`src/rtl/core/ptc_pkg.sv`:
```
`timescale 1ns / 1ps
// Shared types and constants of the pressure/temperature compensation core.
// Depends on nothing; every other file in rtl/core except ptc_fifo imports it.
package ptc_pkg;

  localparam int CFG_W     = 16;
  localparam int CFG_IDX_W = 3;

  localparam logic [CFG_IDX_W-1:0] REG_SENS     = 3'd0;
  localparam logic [CFG_IDX_W-1:0] REG_OFF      = 3'd1;
  localparam logic [CFG_IDX_W-1:0] REG_TCS      = 3'd2;
  localparam logic [CFG_IDX_W-1:0] REG_TCO      = 3'd3;
  localparam logic [CFG_IDX_W-1:0] REG_TREF     = 3'd4;
  localparam logic [CFG_IDX_W-1:0] REG_TEMPSENS = 3'd5;
  localparam logic [CFG_IDX_W-1:0] REG_MODEL    = 3'd6;

  localparam int FRONT_STAGES = 5;
  localparam int BACK_STAGES  = 6;
  localparam int FRONT_BUSY_W = $clog2(FRONT_STAGES + 1);
  localparam int BACK_BUSY_W  = $clog2(BACK_STAGES + 1);

  typedef struct packed {
    logic [23:0] raw_pressure;
    logic [23:0] raw_temperature;
  } sample_t;

  typedef struct packed {
    logic signed [31:0] temperature_centi;
    logic signed [31:0] pressure_value;
  } result_t;

  typedef struct packed {
    logic [15:0] coef_sens;
    logic [15:0] coef_off;
    logic [15:0] coef_tcs;
    logic [15:0] coef_tco;
    logic [15:0] coef_tref;
    logic [15:0] coef_tempsens;
    logic        model_select;
  } cfg_t;

  // Request handed from the front pipeline to the back pipeline.
  typedef struct packed {
    logic [23:0]        raw_pressure;
    logic signed [34:0] sens1;
    logic signed [35:0] offs1;
    logic [31:0]        corr_off;
    logic [31:0]        corr_sens;
    logic signed [31:0] temperature_centi;
    logic               two_bar;
  } work_t;

endpackage

```
`src/rtl/core/ptc_back.sv`:
```
`timescale 1ns / 1ps
// Back pipeline: applies the corrections and scales the raw pressure to the
// compensated pressure. Uses ptc_pkg.
module ptc_back (
  input  logic                               clk,
  input  logic                               rst,
  input  logic                               take,
  input  ptc_pkg::work_t                     item,
  output logic                               out_valid,
  output ptc_pkg::result_t                   res,
  output logic [ptc_pkg::BACK_BUSY_W-1:0]    busy
);
  import ptc_pkg::*;

  logic [BACK_STAGES-1:0] vld;

  logic [23:0]        b1_d1;
  logic [35:0]        b1_sens2;
  logic [36:0]        b1_offs2, b2_offs2, b3_offs2, b4_offs2;
  logic [31:0]        b1_temp, b2_temp, b3_temp, b4_temp, b5_temp;
  logic               b1_two, b2_two, b3_two, b4_two, b5_two;
  logic [41:0]        b2_pl;
  logic signed [42:0] b2_ph;
  logic [59:0]        b3_p;
  logic [38:0]        b4_q;
  logic [39:0]        b5_r;

  logic [59:0]        pb;
  logic [39:0]        rb;
  logic [31:0]        pres_c;

  always_ff @(posedge clk) begin
    if (rst) begin
      vld <= '0;
    end else begin
      vld <= {vld[BACK_STAGES-2:0], take};
    end
  end

  assign out_valid = vld[BACK_STAGES-1];
  assign busy      = BACK_BUSY_W'($countones(vld));

  // stage 1: corrected sensitivity and offset
  always_ff @(posedge clk) begin
    b1_d1    <= item.raw_pressure;
    b1_sens2 <= {item.sens1[34], item.sens1} - {{4{item.corr_sens[31]}}, item.corr_sens};
    b1_offs2 <= {item.offs1[35], item.offs1} - {{5{item.corr_off[31]}}, item.corr_off};
    b1_temp  <= item.temperature_centi;
    b1_two   <= item.two_bar;
  end

  // stage 2: partial products of raw pressure and sensitivity
  always_ff @(posedge clk) begin
    b2_pl    <= b1_d1 * b1_sens2[17:0];
    b2_ph    <= $signed({1'b0, b1_d1}) * $signed(b1_sens2[35:18]);
    b2_offs2 <= b1_offs2;
    b2_temp  <= b1_temp;
    b2_two   <= b1_two;
  end

  // stage 3: combine partial products
  always_ff @(posedge clk) begin
    b3_p     <= {b2_ph[41:0], 18'h00000} + {18'h00000, b2_pl};
    b3_offs2 <= b2_offs2;
    b3_temp  <= b2_temp;
    b3_two   <= b2_two;
  end

  // stage 4: truncating divide by 2^21
  assign pb = b3_p + (b3_p[59] ? 60'd2097151 : 60'd0);

  always_ff @(posedge clk) begin
    b4_q     <= pb[59:21];
    b4_offs2 <= b3_offs2;
    b4_temp  <= b3_temp;
    b4_two   <= b3_two;
  end

  // stage 5: remove offset
  always_ff @(posedge clk) begin
    b5_r    <= {b4_q[38], b4_q} - {{3{b4_offs2[36]}}, b4_offs2};
    b5_temp <= b4_temp;
    b5_two  <= b4_two;
  end

  // stage 6: truncating divide by the model scale
  assign rb = b5_r + (b5_r[39] ? (b5_two ? 40'd32767 : 40'd8191) : 40'd0);
  assign pres_c = b5_two ? {{7{rb[39]}}, rb[39:15]} : {{5{rb[39]}}, rb[39:13]};

  always_ff @(posedge clk) begin
    res.temperature_centi <= $signed(b5_temp);
    res.pressure_value    <= $signed(pres_c);
  end

endmodule

```
`config.mk`:
```
export PLATFORM = sky130hd
export DESIGN_NAME = ptc_back
export DESIGN_NICKNAME = d
export VERILOG_FILES = /design/src/rtl/core/ptc_pkg.sv /design/src/rtl/core/ptc_back.sv
export SDC_FILE = /design/constraint.sdc
export NUM_CORES = 2
export LEC_CHECK = 0
export ABC_CLOCK_PERIOD_IN_PS = 14600
export BUFFER_PORTS_ARGS = -buffer_cell sky130_fd_sc_hd__buf_2
export CAP_MARGIN = 10
export CORE_ASPECT_RATIO = 1.75
export CORE_MARGIN = 5
export CORE_UTILIZATION = 60
export CTS_CLUSTER_DIAMETER = 200
export DETAILED_ROUTE_END_ITERATION = 10
export MAX_ROUTING_LAYER = met4
export PLACE_DENSITY = 0.83
export SYNTH_ARGS = -nofsm -noshare
export SYNTH_HDL_FRONTEND = slang
export SYNTH_SLANG_ARGS = --single-unit
```
`constraint.sdc`:
```
create_clock -name clk -period 14.6 [get_ports clk]
set_input_delay 0.73 -clock clk [delete_from_list [all_inputs] [get_ports clk]]
set_output_delay 0.73 -clock clk [all_outputs]
set_load 0.005 [all_outputs]
```
==> impl_metrics.ini <==
[timing]
fin_crit_sh_pct = 46.9
setup-violations-final = 0
finalHoldViolCount = 0
whs_ns = 0.180
finalMaxSlewViolations = 0
slew_headroom_pct = 21.1
fin_crit_ns = 6.84
setup-tns-final_ns = 0
worstMarginPinSlew_ns = 1.18
rsz0062_at_grt = no
max_freq_ghz = 0.146
fin_skew_ns = 0.0382

[clock_network]
post-cts-setup-buffers = 0
h-tree-depth = 2
post_cts_resize_count = 0
root_buffer = clkbuf_16
clk_path_buf_depth = 3
clk_pin_slew_ns = 0.07
cts.sinks = 661
postCtsHoldBufs = 0
cts_buffers = 57
worstSkewPairLatency_ns = 0.65
cts_tree = built

[run_status]
status = finished, final reports clean

[synthesis]
synth-async-reset-ratio_pct = 0
yosysTopAreaCellShare_pct = 27.8
syn_area_sq_mm = 0.0512
synthCells = 5439
yosys_most_used_dff = dfxtp_1
avgSynthCellArea_sq_um = 9.42
ys_warn_count = 0
synthTopCellsByArea = fa_1 28%, dfxtp_1 26%, ha_1 10%
yosysTopAreaCell = fa_1
ys_ff_latch = 661
ys_types = 90
synth_nets = 6770
yosysSeqAreaShare_pct = 25.8
synth_edf_count = 0

[routing]
vias = 36962
drc = 0
routed_wl_microns = 115000
firstDrtPassIters = 6
ant_nets = 0
drtIter0Drc = 2016
wl_per_cell_microns = 17.2
viasPerCell = 5.51

[setup_path]
worst-setup-path-type = flop to flop
reg2reg_to = b2_ph[41]$_DFF_P_
r2r_slack_ns = 7.76
setup.worst_path.start_class = flop
crit_fanout = 24
end_kind = flop
crit_start = b1_sens2[19]$_DFF_P_
reg2reg_depth = 21
required_ns = 15.12
crit_arrival_ns = 7.37
r2r-start = b1_sens2[19]$_DFF_P_

[floorplan]
coreArea_sq_mm = 0.0847
rows = 141
die-area_sq_mm = 0.0916
ios = 263
start_util_pct = 60.5
dieWidth_microns = 231
die-height_microns = 397

[min_path]
holdPathEnd = b1_temp[5]$_DFF_P_
holdPathStages = 1
hp-class = input pin to flop
worstHoldStart = item[6]

[final_layout]
drive_gt1_share_pct = 7.99
layout.cells.most_common = inv_1
stdcell_area_sq_mm = 0.0555
n_fill_cell = 6640
mostFrequentLayoutCells = 1050 x inv_1, 711 x fa_1, 687 x nand2_1
synthToLayoutAreaGrowth_pct = 8.31
fin_nets = 6917
finish.utilization_pct = 65.5

[grt]
grt_start_max_net_pins = 65
gr-usage-met1_pct = 27.4
grt_util_met2_pct = 48.5
grt-ovfl-total = 0
antenna_found_initial = 4
grt_use_total_pct = 26.3
grt_busiest_layer = met2
met3_usage_pct = 3.27
grt_pass1_wl_microns = 192000
grt_pass1_vias = 40515

[flow_run]
max_cap_viol_count = 0

[placement]
port_buffers = 262
dp.final_hpwl_microns = 90400
globalplace.congestion = 0.928
place_area_sq_mm = 0.0534
-- critical path, cell delays in order (launching register included) --
cell      delay [ns]
dfxtp_1         0.97
nand2_1         0.17
fa_1            0.52
fa_1            0.53
inv_1           0.04
ha_1            0.26
inv_1           0.05
fa_1            0.48
fa_1            0.52
fa_1            0.50
inv_1           0.04
ha_1            0.35
o211ai_2        0.11
a21oi_1         0.41
o41ai_2         0.20
a21oi_1         0.25
a211oi_1        0.16
o41ai_1         0.56
a31oi_1         0.20
o21ai_0         0.20
a21oi_1         0.10
xnor2_1         0.12
-- flip-flops by register name, summed over array words and instances (netlist names), 32 cells and up --
name and count:
b4_temp 32, b3_offs2 37, b3_p 60, b1_sens2 36, b4_offs2 37, b2_offs2 37
res 59, b5_r 40, b2_temp 32, b1_temp 32, b1_offs2 37, b3_temp 32
b4_q 39, b2_pl 42, b5_temp 32, b2_ph 42
-- cell families (layout without fill, tap and decap cells) --
logic type      after synthesis  in the layout  synth area share [%]
simple gates               1460           1460                  13.7
buf+inv                    1262           1458                  9.29
fa+ha+maj                  1136           1136                  38.2
flops                       661            661                  25.8
compound gates              654            654                  8.44
xor+xnor                    260            260                  4.44
mux                           6              6                 0.122
other cells                   0              2                     0
-- cells in the mapped netlist (5+ instances only) --
cell and number:
nand4_1 44, buf_4 5, and4_1 6, nand3_1 63, o21ai_1 15, nor4_1 6, dfxtp_1 661, o211ai_1 9
o31ai_1 11, xnor2_1 166, nor3_1 37, or3_1 10, fa_1 711, and2_1 337, o21bai_1 24, nor3b_1 7
nor2_1 130, clkbuf_1 203, o31a_1 6, and3_1 29, nand2b_1 39, a21oi_1 203, nand2_1 687, o21a_1 28
o22ai_1 8, a31oi_1 21, a21o_1 127, xor2_1 94, inv_1 1050, a21boi_0 7, nor2b_1 43, a211oi_1 21
o21ai_0 94, a41oi_1 6, ha_1 425, a221oi_1 6
-- per-layer routing --
metal / share of wire (%) / routed length [microns]
met1: 35 / 40900
met4: 6.1 / 7000
met5: 0 / 0
met2: 53 / 61500
met3: 5.2 / 6020
-- metrics by stage --
stage,std cells,setup slack [ns]
6_report,6709,7.76
3_5_place_dp,6599,7.79
3_3_place_gp,6599,7.95
2_1_floorplan,5439,8.29
5_1_grt,6709,7.37
4_1_cts,6707,7.78
-- area by class of cell --
type	count	area, sq um	area share, %
Sequential cell	661	13200	23.9
Antenna cell	2	5.00	0.00902
Tap cell	1072	1340	2.42
Multi-Input combinational cell	3516	33200	59.9
Clock buffer	72	1580	2.85
Clock inverter	36	539	0.972
Timing Repair Buffer	299	1590	2.86
Inverter	1051	3950	7.11
-- worst max-delay path by stage --
stage	slack (ns)	depth (start not counted)	endpoint
after floorplan	8.29	25	b2_ph[35]$_DFF_P_
after global placement	7.95	21	b2_pl[40]$_DFF_P_
after detailed placement	7.79	21	b2_ph[41]$_DFF_P_
after CTS	7.78	21	b2_ph[41]$_DFF_P_
after global routing	7.37	20	b2_pl[40]$_DFF_P_
final	7.76	21	b2_ph[41]$_DFF_P_
Power is left out: the tool's default activity adds up to more than one toggle a clock period on the data nets, which glitch-free logic cannot reach.
