**src/rtl/core/ptc_fifo.sv**
```systemverilog
`timescale 1ns / 1ps
// Small show-ahead queue in flip-flops, width and depth set by parameters.
// Standalone; callers guarantee no push when full and no pop when empty.
module ptc_fifo #(
  parameter int WIDTH = 8,
  parameter int DEPTH = 8
) (
  input  logic                           clk,
  input  logic                           rst,
  input  logic                           push,
  input  logic [WIDTH-1:0]               wdata,
  input  logic                           pop,
  output logic [WIDTH-1:0]               rdata,
  output logic                           empty,
  output logic [$clog2(DEPTH+1)-1:0]     count
);

  localparam int AW = $clog2(DEPTH);
  localparam int CW = $clog2(DEPTH + 1);
  localparam logic [AW-1:0] LAST = AW'(DEPTH - 1);

  logic [WIDTH-1:0] mem [DEPTH];
  logic [AW-1:0]    wr_ptr;
  logic [AW-1:0]    rd_ptr;
  logic [CW-1:0]    fill;

  always_ff @(posedge clk) begin
    if (rst) begin
      wr_ptr <= '0;
      rd_ptr <= '0;
      fill   <= '0;
    end else begin
      if (push) begin
        wr_ptr <= (wr_ptr == LAST) ? '0 : wr_ptr + 1'b1;
      end
      if (pop) begin
        rd_ptr <= (rd_ptr == LAST) ? '0 : rd_ptr + 1'b1;
      end
      fill <= fill + CW'(push) - CW'(pop);
    end
  end

  always_ff @(posedge clk) begin
    if (push) begin
      mem[wr_ptr] <= wdata;
    end
  end

  assign rdata = mem[rd_ptr];
  assign empty = (fill == '0);
  assign count = fill;

endmodule

```
**config.mk**
```make
export PLATFORM = sky130hd
export DESIGN_NAME = ptc_fifo
export DESIGN_NICKNAME = d
export VERILOG_FILES = /design/src/rtl/core/ptc_fifo.sv
export SDC_FILE = /design/constraint.sdc
export NUM_CORES = 1
export LEC_CHECK = 0
export ABC_AREA = 0
export BUFFER_PORTS_ARGS = -buffer_cell sky130_fd_sc_hd__buf_4
export CAP_MARGIN = 10
export CORE_MARGIN = 1
export CORE_UTILIZATION = 53
export DETAILED_ROUTE_END_ITERATION = 12
export PLACE_DENSITY_LB_ADDON = 0.05
export SYNTH_ARGS = -nofsm -noshare
export SYNTH_HDL_FRONTEND = slang
export SYNTH_SLANG_ARGS = --single-unit
export TNS_END_PERCENT = 20
```
**constraint.sdc**
```tcl
create_clock -name clk -period 1.6 [get_ports clk]
set_clock_uncertainty 0.15 [all_clocks]
set_input_delay 0.08 -clock clk [delete_from_list [all_inputs] [get_ports clk]]
set_output_delay 0.08 -clock clk [all_outputs]
set_load 0.01 [all_outputs]
```
==> results of run 1 <==
-- state kept, by name (all words and copies together), names as in the netlist, named ones only --
register / cells
wr_ptr: 3
mem: 64
rd_ptr: 3
count: 4
-- cell families (layout without fill, tap and decap cells) --
family,Yosys count,count (layout),share of synthesized area (%)
simple gates,30,30,4.90
compound gates,7,7,1.24
fa+ha+maj,10,10,4.26
flops,77,77,70.0
mux,26,26,16.9
xor+xnor,1,1,0.281
buf+inv,13,74,2.37
-- worst max-delay path: stages, from the launching register on --
cell,delay [ns]
dfxtp_4,0.38
buf_12,0.14
mux4_2,0.50
mux2_4,0.29
buf_6,0.12
-- report_power, final --
group	switching (uW)	internal, uW
registers	38.4	2240
clock network	681	870
logic	316	387
-- cells in the final DEF (no fill, tap or decap), types with 2 or more instances in the layout --
cell / count
nand2_1: 3
ha_1: 7
bufinv_16: 2
inv_1: 5
buf_6: 7
a21oi_1: 4
nor2_1: 11
mux4_2: 16
ha_4: 2
clkbuf_8: 9
mux2i_1: 2
mux2_4: 7
dlygate4sd3_1: 11
nor2b_1: 3
buf_4: 30
edfxtp_1: 64
buf_12: 3
inv_2: 2
nand2b_1: 6
clkinv_1: 2
clkbuf_1: 2
dfxtp_1: 11
nand3b_1: 2
-- layout make-up --
type	count	area share, %
Clock buffer	11	3.41
Timing Repair Buffer	51	12.3
Inverter	7	0.681
Sequential cell	77	56.7
Clock inverter	5	1.95
Tap cell	72	2.34
Multi-Input combinational cell	74	22.6
-- routing by layer --
| metal | track usage [%] | up-vias | routed length (um) |
|---|---|---|---|
| li1 | - | 746 | - |
| met1 | 27.5 | 819 | 2490 |
| met2 | 34.1 | 51 | 2920 |
| met3 | 5.00 | 15 | 275 |
| met4 | 10.6 | 0 | 164 |
| met5 | 0 | - | 0 |
-- through the flow --
step | utilization (%) | setup TNS [ns]
2_1_floorplan | - | -0.138
3_3_place_gp | 62.9 | -0.797
3_5_place_dp | 62.9 | -1.03
4_1_cts | 68.4 | -3.49
5_1_grt | 69.2 | -3.75
6_report | 69.2 | -3.12
-- worst max path at each step --
stage / from / endpoint / slack, ns / cells after the start
after global routing: flip-flop / rdata[3] / -0.45 / 4
final: flip-flop / rdata[4] / -0.39 / 4
after detailed placement: flip-flop / rdata[1] / -0.14 / 4
after floorplan: count[0]$_SDFF_PP0_ / count[1]$_SDFF_PP0_ / -0.04 / 6
after global placement: flip-flop / rdata[4] / -0.11 / 4
after CTS: flip-flop / rdata[4] / -0.43 / 4
-- what timing repair did --
item | 4_1_cts | 5_1_grt
resized for setup | 28 | 11
hold buffers | 11 | 0
endpoints found under the hold margin | 76 | 0
setup endpoints to repair | 10 | 11
pin swaps | 1 | 0
==> flow_summary.toml, run 1 <==
[die]
ios = 25
start_util_pct = 55.9
row_count = 27
die_h_um = 78.7
coreArea_um2 = 5570
die_w_um = 78.7
die_area_um2 = 6190

[power_and_ir_drop]
fin_total_pwr_uw = 4540
ir_worst_vdd_v = 0.000749
powerDensity_nw_per_um2 = 1180
p_leak_uw = 0.00138

[detailed_routing]
drtIter0Drc = 145
wl_per_cell_um = 19.7
ant_nets = 0
num_vias = 1631
via_per_inst = 5.49
firstDrtPassIters = 4
drc = 0
drt-total-wl_um = 5850

[cells_and_area]
fin_cells = 297
multiInputGateArea_um2 = 873
layout-drive-gt1-share_pct = 38.7
diodes = 0
fin_nets = 242
syn2layout_area_growth_pct = 23.8
fillers = 383
stdcell_area_um2 = 3860
ff_latch_area_um2 = 2190

[sta]
rsz0062_at_grt = "true"
hold_ws_ns = 0.102
fin_crit_sh_pct = 124
fin_ws_ns = -0.391
slew_viol_final = 0
hold_violations = 0
setup_violations = 10
slew_headroom_pct = 78.4
tightest_slew_ns = 0.322
fin_crit_ns = 1.99
fmax_ghz = 0.502

[worst_hold_path]
hp-start = "pop"
hold_end = "rd_ptr[0]$_SDFFE_PP0P_"
hold_class = "in -> reg"
hold_depth = 4

[place]
gp_congestion = 0.726
place_inst = 270
numPortBuffers = 24
place_area_um2 = 3500
dp_hpwl_um = 3560
pre_cts_slack_ns = -0.137

[clocking]
cts_post_setup_buffers_inserted = 0
cts_buffer_depth = 2
cts_made_buffers = 9
clk_latency_ns = 0.34
clkTransAtPathRegs_ns = 0.07
cts_tree = "done"
cts_root_buffer = "clkbuf_8"
htree_levels = 3
cts_sinks = 77

[global_routing]
grt_max_degree = 17
grt_pass1_vias = 1736
gr-usage-all-layers_pct = 21.3
antenna_found_initial = 0
grt_overflow = 0
grt_pass1_wl_um = 9290

[run_status]
violations = "setup timing"
status = "finished with violations"

[logic_synthesis]
synth_commonest_cells = "edfxtp_1, mux4_1, dfxtp_1"
synth_fp_nets = 186
yosys_warnings = 0
synthTopCellsByArea = "edfxtp_1, mux4_1, dfxtp_1"
synth_edf_count = 64
synth_largest_area_cell = "edfxtp_1"
netlist_area_um2 = 3120
synthCells = 164
synth.top_cell.area_share_pct = 61.7
seq_area_frac_synth_pct = 70.0
ys_seq_elements = 77
synth_most_common_cell = "edfxtp_1"
avgSynthCellArea_um2 = 19.0
synthArstFlopShare_pct = 0
synth_top_flop_cell = "edfxtp_1"
synth_cell_types = 27

[setup_path]
rrSetupSlack_ns = -0.08
path_max_fanout = 8
r2r_cells = 6
worst_setup_path_start_kind = "flip-flop"
critPathRequiredTime_ns = 1.37
reg2reg_to = "count[1]$_SDFF_PP0_"
rr_startpoint = "count[0]$_SDFF_PP0_"
crit_type = "reg -> out"
worstPathArrival_ns = 1.76
cp-end-kind = "output pin"

[run]
cap_violations = 0
(Power assumes the default switching activity.)
==> run 2: changes to the inputs <==
- MAX_ROUTING_LAYER: default -> met4
- PLACE_DENSITY: default -> 0.75
- PLACE_DENSITY_LB_ADDON: 0.05 -> default
- RECOVER_POWER: default -> 50
==> run 2 against run 1 <==
  * The flow still finishes with violations (setup timing)
  * First-iteration DRC count decreased by 6.9%
  * Cell count decreased by 1.3%
  * Die area unchanged
  * Sequential share of layout area increased by 0.64 points
  * Hold slack improved by 0.046 ns
  * Final area decreased by 1.2%
  * Core utilization decreased by 0.81 points
  * Total power increased by 3.4%
==> flow_summary.toml, run 2 (same netlist as run 1, synthesis figures left out) <==
[run_status]
status = "finished with violations"
violations = "setup timing"

[global_routing]
grt_pass1_vias = 1744
grt_max_degree = 17
grt_use_met1_pct = 26.6
met3_usage_pct = 5.47
gr-usage-all-layers_pct = 22.8
grt_use_met2_pct = 37.7
top_usage_layer = "met2"
grt_overflow = 0
antenna_found_initial = 0
grt_pass1_wl_um = 9380

[place]
gp_congestion = 0.734
numPortBuffers = 24
dp_hpwl_um = 3680
place_area_um2 = 3470
pre_cts_slack_ns = -0.132

[sta]
fmax_ghz = 0.498
rsz0062_at_grt = "true"
finalSetupTns_ns = -3.28
tightest_slew_ns = 0.344
fin_crit_sh_pct = 126
hold_violations = 0
fin_crit_ns = 2.01
hold_ws_ns = 0.148
fin_ws_ns = -0.409
slew_viol_final = 0
setup_violations = 10
slew_headroom_pct = 77.1

[clocking]
cts_root_buffer = "clkbuf_8"
cts_sinks = 77
cts_tree = "done"
cts_made_buffers = 9
htree_levels = 3
clk_latency_ns = 0.34
cts_buffer_depth = 2
clkTransAtPathRegs_ns = 0.08

[die]
die_area_um2 = 6190
start_util_pct = 55.9
coreArea_um2 = 5570
die_h_um = 78.7
row_count = 27
die_w_um = 78.7
ios = 25

[detailed_routing]
drc = 0
ant_nets = 0
num_vias = 1643
firstDrtPassIters = 4
drt-total-wl_um = 5980
via_per_inst = 5.61
drtIter0Drc = 135
wl_per_cell_um = 20.4

[setup_path]
crit_family = "multiplexers"
cpPeakStageDelay_ns = 0.51
critPathRequiredTime_ns = 1.37
worstPathArrival_ns = 1.78
path_cells = "buf_12, mux4_2, mux2_4, buf_6"
cp_num_buf_inv = 2
cp-end-kind = "output pin"
cp_slowest_cell = "mux4_2"
crit_type = "reg -> out"
worst_setup_path_start_kind = "flip-flop"
path_max_fanout = 8

[power_and_ir_drop]
p_sw_uw = 1050
powerDensity_nw_per_um2 = 1230
switching_share_pct = 22.4
p_int_uw = 3640
clockPowerShare_pct = 36.7
p_leak_uw = 0.00135
pwr-share-comb_pct = 14.6
ir_worst_vdd_v = 0.000781
p_seq_share_pct = 48.7

[cells_and_area]
layout_common_cells = "edfxtp_1, buf_4, mux4_2, dfxtp_1"
multiInputGateArea_um2 = 866
top_register = "mem"
fillers = 370
largest_reg_flops = 64
ff_latch_area_um2 = 2190
diodes = 0
fin_nets = 238
final_common_cell = "edfxtp_1"
stdcell_area_um2 = 3810
layout-drive-gt1-share_pct = 34.4
syn2layout_area_growth_pct = 22.4
finalCoreUtilization_pct = 68.4

[worst_hold_path]
hold_class = "in -> reg"

[run]
cap_violations = 0
==> run 2: cell type report <==
cell class	count	share of cell area [%]
clock buffer	9	3.25
clock inverter	7	2.99
inverter	7	0.689
multi-input combinational	74	22.7
sequential	77	57.3
tap	72	2.36
timing repair buffer	47	10.7
==> run 2: power groups by stage <==
stage / registers (uW) / clock network (uW) / logic, uW
floorplan: 2330 / 0 / 348
global placement: 2320 / 0 / 546
detailed placement: 2330 / 0 / 607
CTS: 2290 / 1740 / 668
global route: 2290 / 1830 / 740
finish: 2290 / 1720 / 684
==> run 2: worst register-to-register path, delay by kind of cell, from the launching register on <==
family                   cells  cell delay [ns]
buffers and inverters        2             0.11
flip-flops                   1             0.33
AND/OR/NAND/NOR              1             0.12
adder cells (fa/ha/maj)      3             0.94
==> run 2: what timing repair did <==
| item | CTS | global route |
|---|---|---|
| gates resized for setup | 30 | 10 |
| buffers inserted | 0 | 0 |
| hold buffers | 11 | 0 |
| endpoints found under the setup margin | 10 | 12 |
| endpoints found under the hold margin | 76 | 0 |
| pin swaps | 0 | 3 |
==> run 2: routing by layer <==
layer  vias up  wire, um
li1        736         -
met1       855      2330
met2        43      3290
met3         9       245
met4         0       110
met5         -         0
==> run 2: per-stage QoR <==
stage | total power, uW | instances
2_1_floorplan | 2680 | 164
3_3_place_gp | 2870 | 266
3_5_place_dp | 2930 | 266
4_1_cts | 4690 | 293
5_1_grt | 4860 | 293
6_report | 4690 | 293
==> run 2: final timing paths <==
check,start,endpoint,slack (ns),depth (start not counted)
max,flip-flop,rdata[3],-0.41,4
min,pop,flip-flop,0.15,4
max reg2reg,count[0]$_SDFF_PP0_,count[1]$_SDFF_PP0_,-0.10,6
min reg2reg,rd_ptr[1]$_SDFFE_PP0P_,flip-flop,0.36,2
==> run 3: changes to the inputs <==
- CORE_MARGIN: 1 -> 3
- CORE_UTILIZATION: 53 -> 50
- CTS_CLUSTER_SIZE: default -> 25
- PLACE_DENSITY: 0.75 -> 0.71
==> run 3 against run 2 <==
  * The flow still finishes with violations (setup timing)
  * Maximum frequency down 0.78%
  * Flip-flop and latch count did not move
  * Hold slack got worse by 0.050 ns
  * Critical path depth unchanged
  * Die area rose by 17%
  * Routed wire length down 2.4%
  * Total power shrank 4.4%
  * Critical path type unchanged
  * Final area is 0.62% lower
  * Clock power fell by 9%
  * Highest routed layer unchanged
==> flow_summary.toml, run 3 (same netlist as run 1, synthesis figures left out) <==
[power_and_ir_drop]
switching_share_pct = 23.0
p_seq_share_pct = 51.0
ir_worst_vdd_v = 0.000673
p_sw_uw = 1030
powerDensity_nw_per_um2 = 1180
p_int_uw = 3450
p_leak_uw = 0.00132
pwr-share-comb_pct = 14.2
clockPowerShare_pct = 34.8
fin_total_pwr_uw = 4480

[die]
ios = 25
coreArea_um2 = 5990
row_count = 28
die_h_um = 84.9
die_w_um = 84.9
die_area_um2 = 7210
start_util_pct = 52.0

[clocking]
cts_buffer_depth = 2
clkTransAtPathRegs_ns = 0.07
htree_levels = 3
cts_tree = "done"
clk_latency_ns = 0.35
cts_post_setup_buffers_inserted = 0
cts_root_buffer = "clkbuf_8"
cts_sinks = 77
cts_made_buffers = 9

[cells_and_area]
fillers = 428
fin_nets = 238
layout-drive-gt1-share_pct = 32.7
final_common_cell = "edfxtp_1"
top_register = "mem"
diodes = 0
largest_reg_flops = 64
syn2layout_area_growth_pct = 21.6
layout_common_cells = "edfxtp_1, mux4_2, buf_4, dfxtp_1"
stdcell_area_um2 = 3790

[worst_hold_path]
hp-start = "pop"
hold_class = "in -> reg"
hold_depth = 4

[setup_path]
crit_family = "multiplexers"
worst_setup_path_start_kind = "flip-flop"
cp_slowest_cell = "mux4_2"
rr_startpoint = "count[0]$_SDFF_PP0_"
path_max_fanout = 8
critPathRequiredTime_ns = 1.37
cpPeakStageDelay_ns = 0.50
worstPathArrival_ns = 1.80
cp-end-kind = "output pin"
path_cells = "buf_12, mux4_2, mux2_4, buf_6"
r2r_cells = 6
reg2reg_to = "count[1]$_SDFF_PP0_"
cp_num_buf_inv = 2
rrSetupSlack_ns = -0.09
crit_type = "reg -> out"

[run]
cap_violations = 0

[place]
pre_cts_slack_ns = -0.141
gp_congestion = 0.731
numPortBuffers = 24
dp_hpwl_um = 3600
place_area_um2 = 3480

[global_routing]
met3_usage_pct = 5.92
grt_pass1_wl_um = 9540
gr-usage-all-layers_pct = 18.9
grt_max_degree = 17
grt_use_met1_pct = 24.1
grt_overflow = 0
top_usage_layer = "met2"
grt_use_met2_pct = 28.7
grt_pass1_vias = 1752
antenna_found_initial = 0

[sta]
fin_crit_sh_pct = 127
fin_ws_ns = -0.425
setup_violations = 10
hold_violations = 0
slew_viol_final = 0
slew_headroom_pct = 75.7
tightest_slew_ns = 0.365
rsz0062_at_grt = "true"
fmax_ghz = 0.494
fin_crit_ns = 2.03

[detailed_routing]
drt-total-wl_um = 5830
wl_per_cell_um = 19.8
drtIter0Drc = 129
via_per_inst = 5.55
firstDrtPassIters = 4
ant_nets = 0
drc = 0
num_vias = 1637

[run_status]
status = "finished with violations"
violations = "setup timing"
[run 3: repair_timing]
action,4_1_cts,5_1_grt
endpoints found under the setup margin,10,10
hold endpoints to repair,77,0
gates resized for setup,24,7
cloned,1,0
hold buffers,11,0
pin swaps,1,1
[run 3: worst max path at each step]
| stage | startpoint | end | slack [ns] | depth (start not counted) |
|---|---|---|---|---|
| floorplan | count[0]$_SDFF_PP0_ | count[1]$_SDFF_PP0_ | -0.04 | 6 |
| finish | flip-flop | rdata[7] | -0.43 | 4 |
| CTS | flip-flop | rdata[1] | -0.45 | 4 |
| detailed placement | flip-flop | rdata[1] | -0.14 | 4 |
| global route | flip-flop | rdata[7] | -0.48 | 4 |
| global placement | flip-flop | rdata[1] | -0.13 | 4 |
[run 3: worst reg2reg max path: stages, from the launching register on]
cell	delay [ns]
dfxtp_1	0.33
inv_1	0.08
ha_4	0.26
inv_2	0.03
ha_4	0.15
fa_2	0.51
nor2b_4	0.12
[run 3: power groups by stage]
stage | Sequential (uW) | Combinational [uW] | Clock [uW]
after floorplan | 2330 | 348 | 0
after global placement | 2320 | 550 | 0
after detailed placement | 2330 | 596 | 0
after CTS | 2290 | 644 | 1590
after global routing | 2290 | 709 | 1700
final | 2290 | 635 | 1560
[run 3: final cells by class]
type,count,area [um2],area share (%)
Clock buffer,9,124,3.27
Tap cell,75,93.8,2.48
Multi-Input combinational cell,74,866,22.9
Clock inverter,6,88.8,2.34
Sequential cell,77,2190,57.7
Timing Repair Buffer,47,404,10.7
Inverter,7,26.3,0.694
[run 3: per-stage QoR]
stage	std cells	TNS [ns]	utilization (%)	hold WS [ns]
floorplan	164	-0.138	-	0.0289
global placement	268	-0.911	58.1	0.154
detailed placement	268	-1.04	58.1	0.171
CTS	295	-3.62	63.5	0.0736
global route	295	-4.08	63.2	0.104
finish	295	-3.41	63.2	0.0974
[run 3: metal layers]
layer / vias to the layer above / wire length [um] / part of all wire [%]
met5: - / 0 / 0
met4: 0 / 84 / 1.4
met3: 8 / 297 / 5.1
met2: 52 / 2960 / 51
met1: 839 / 2490 / 43
li1: 738 / - / -
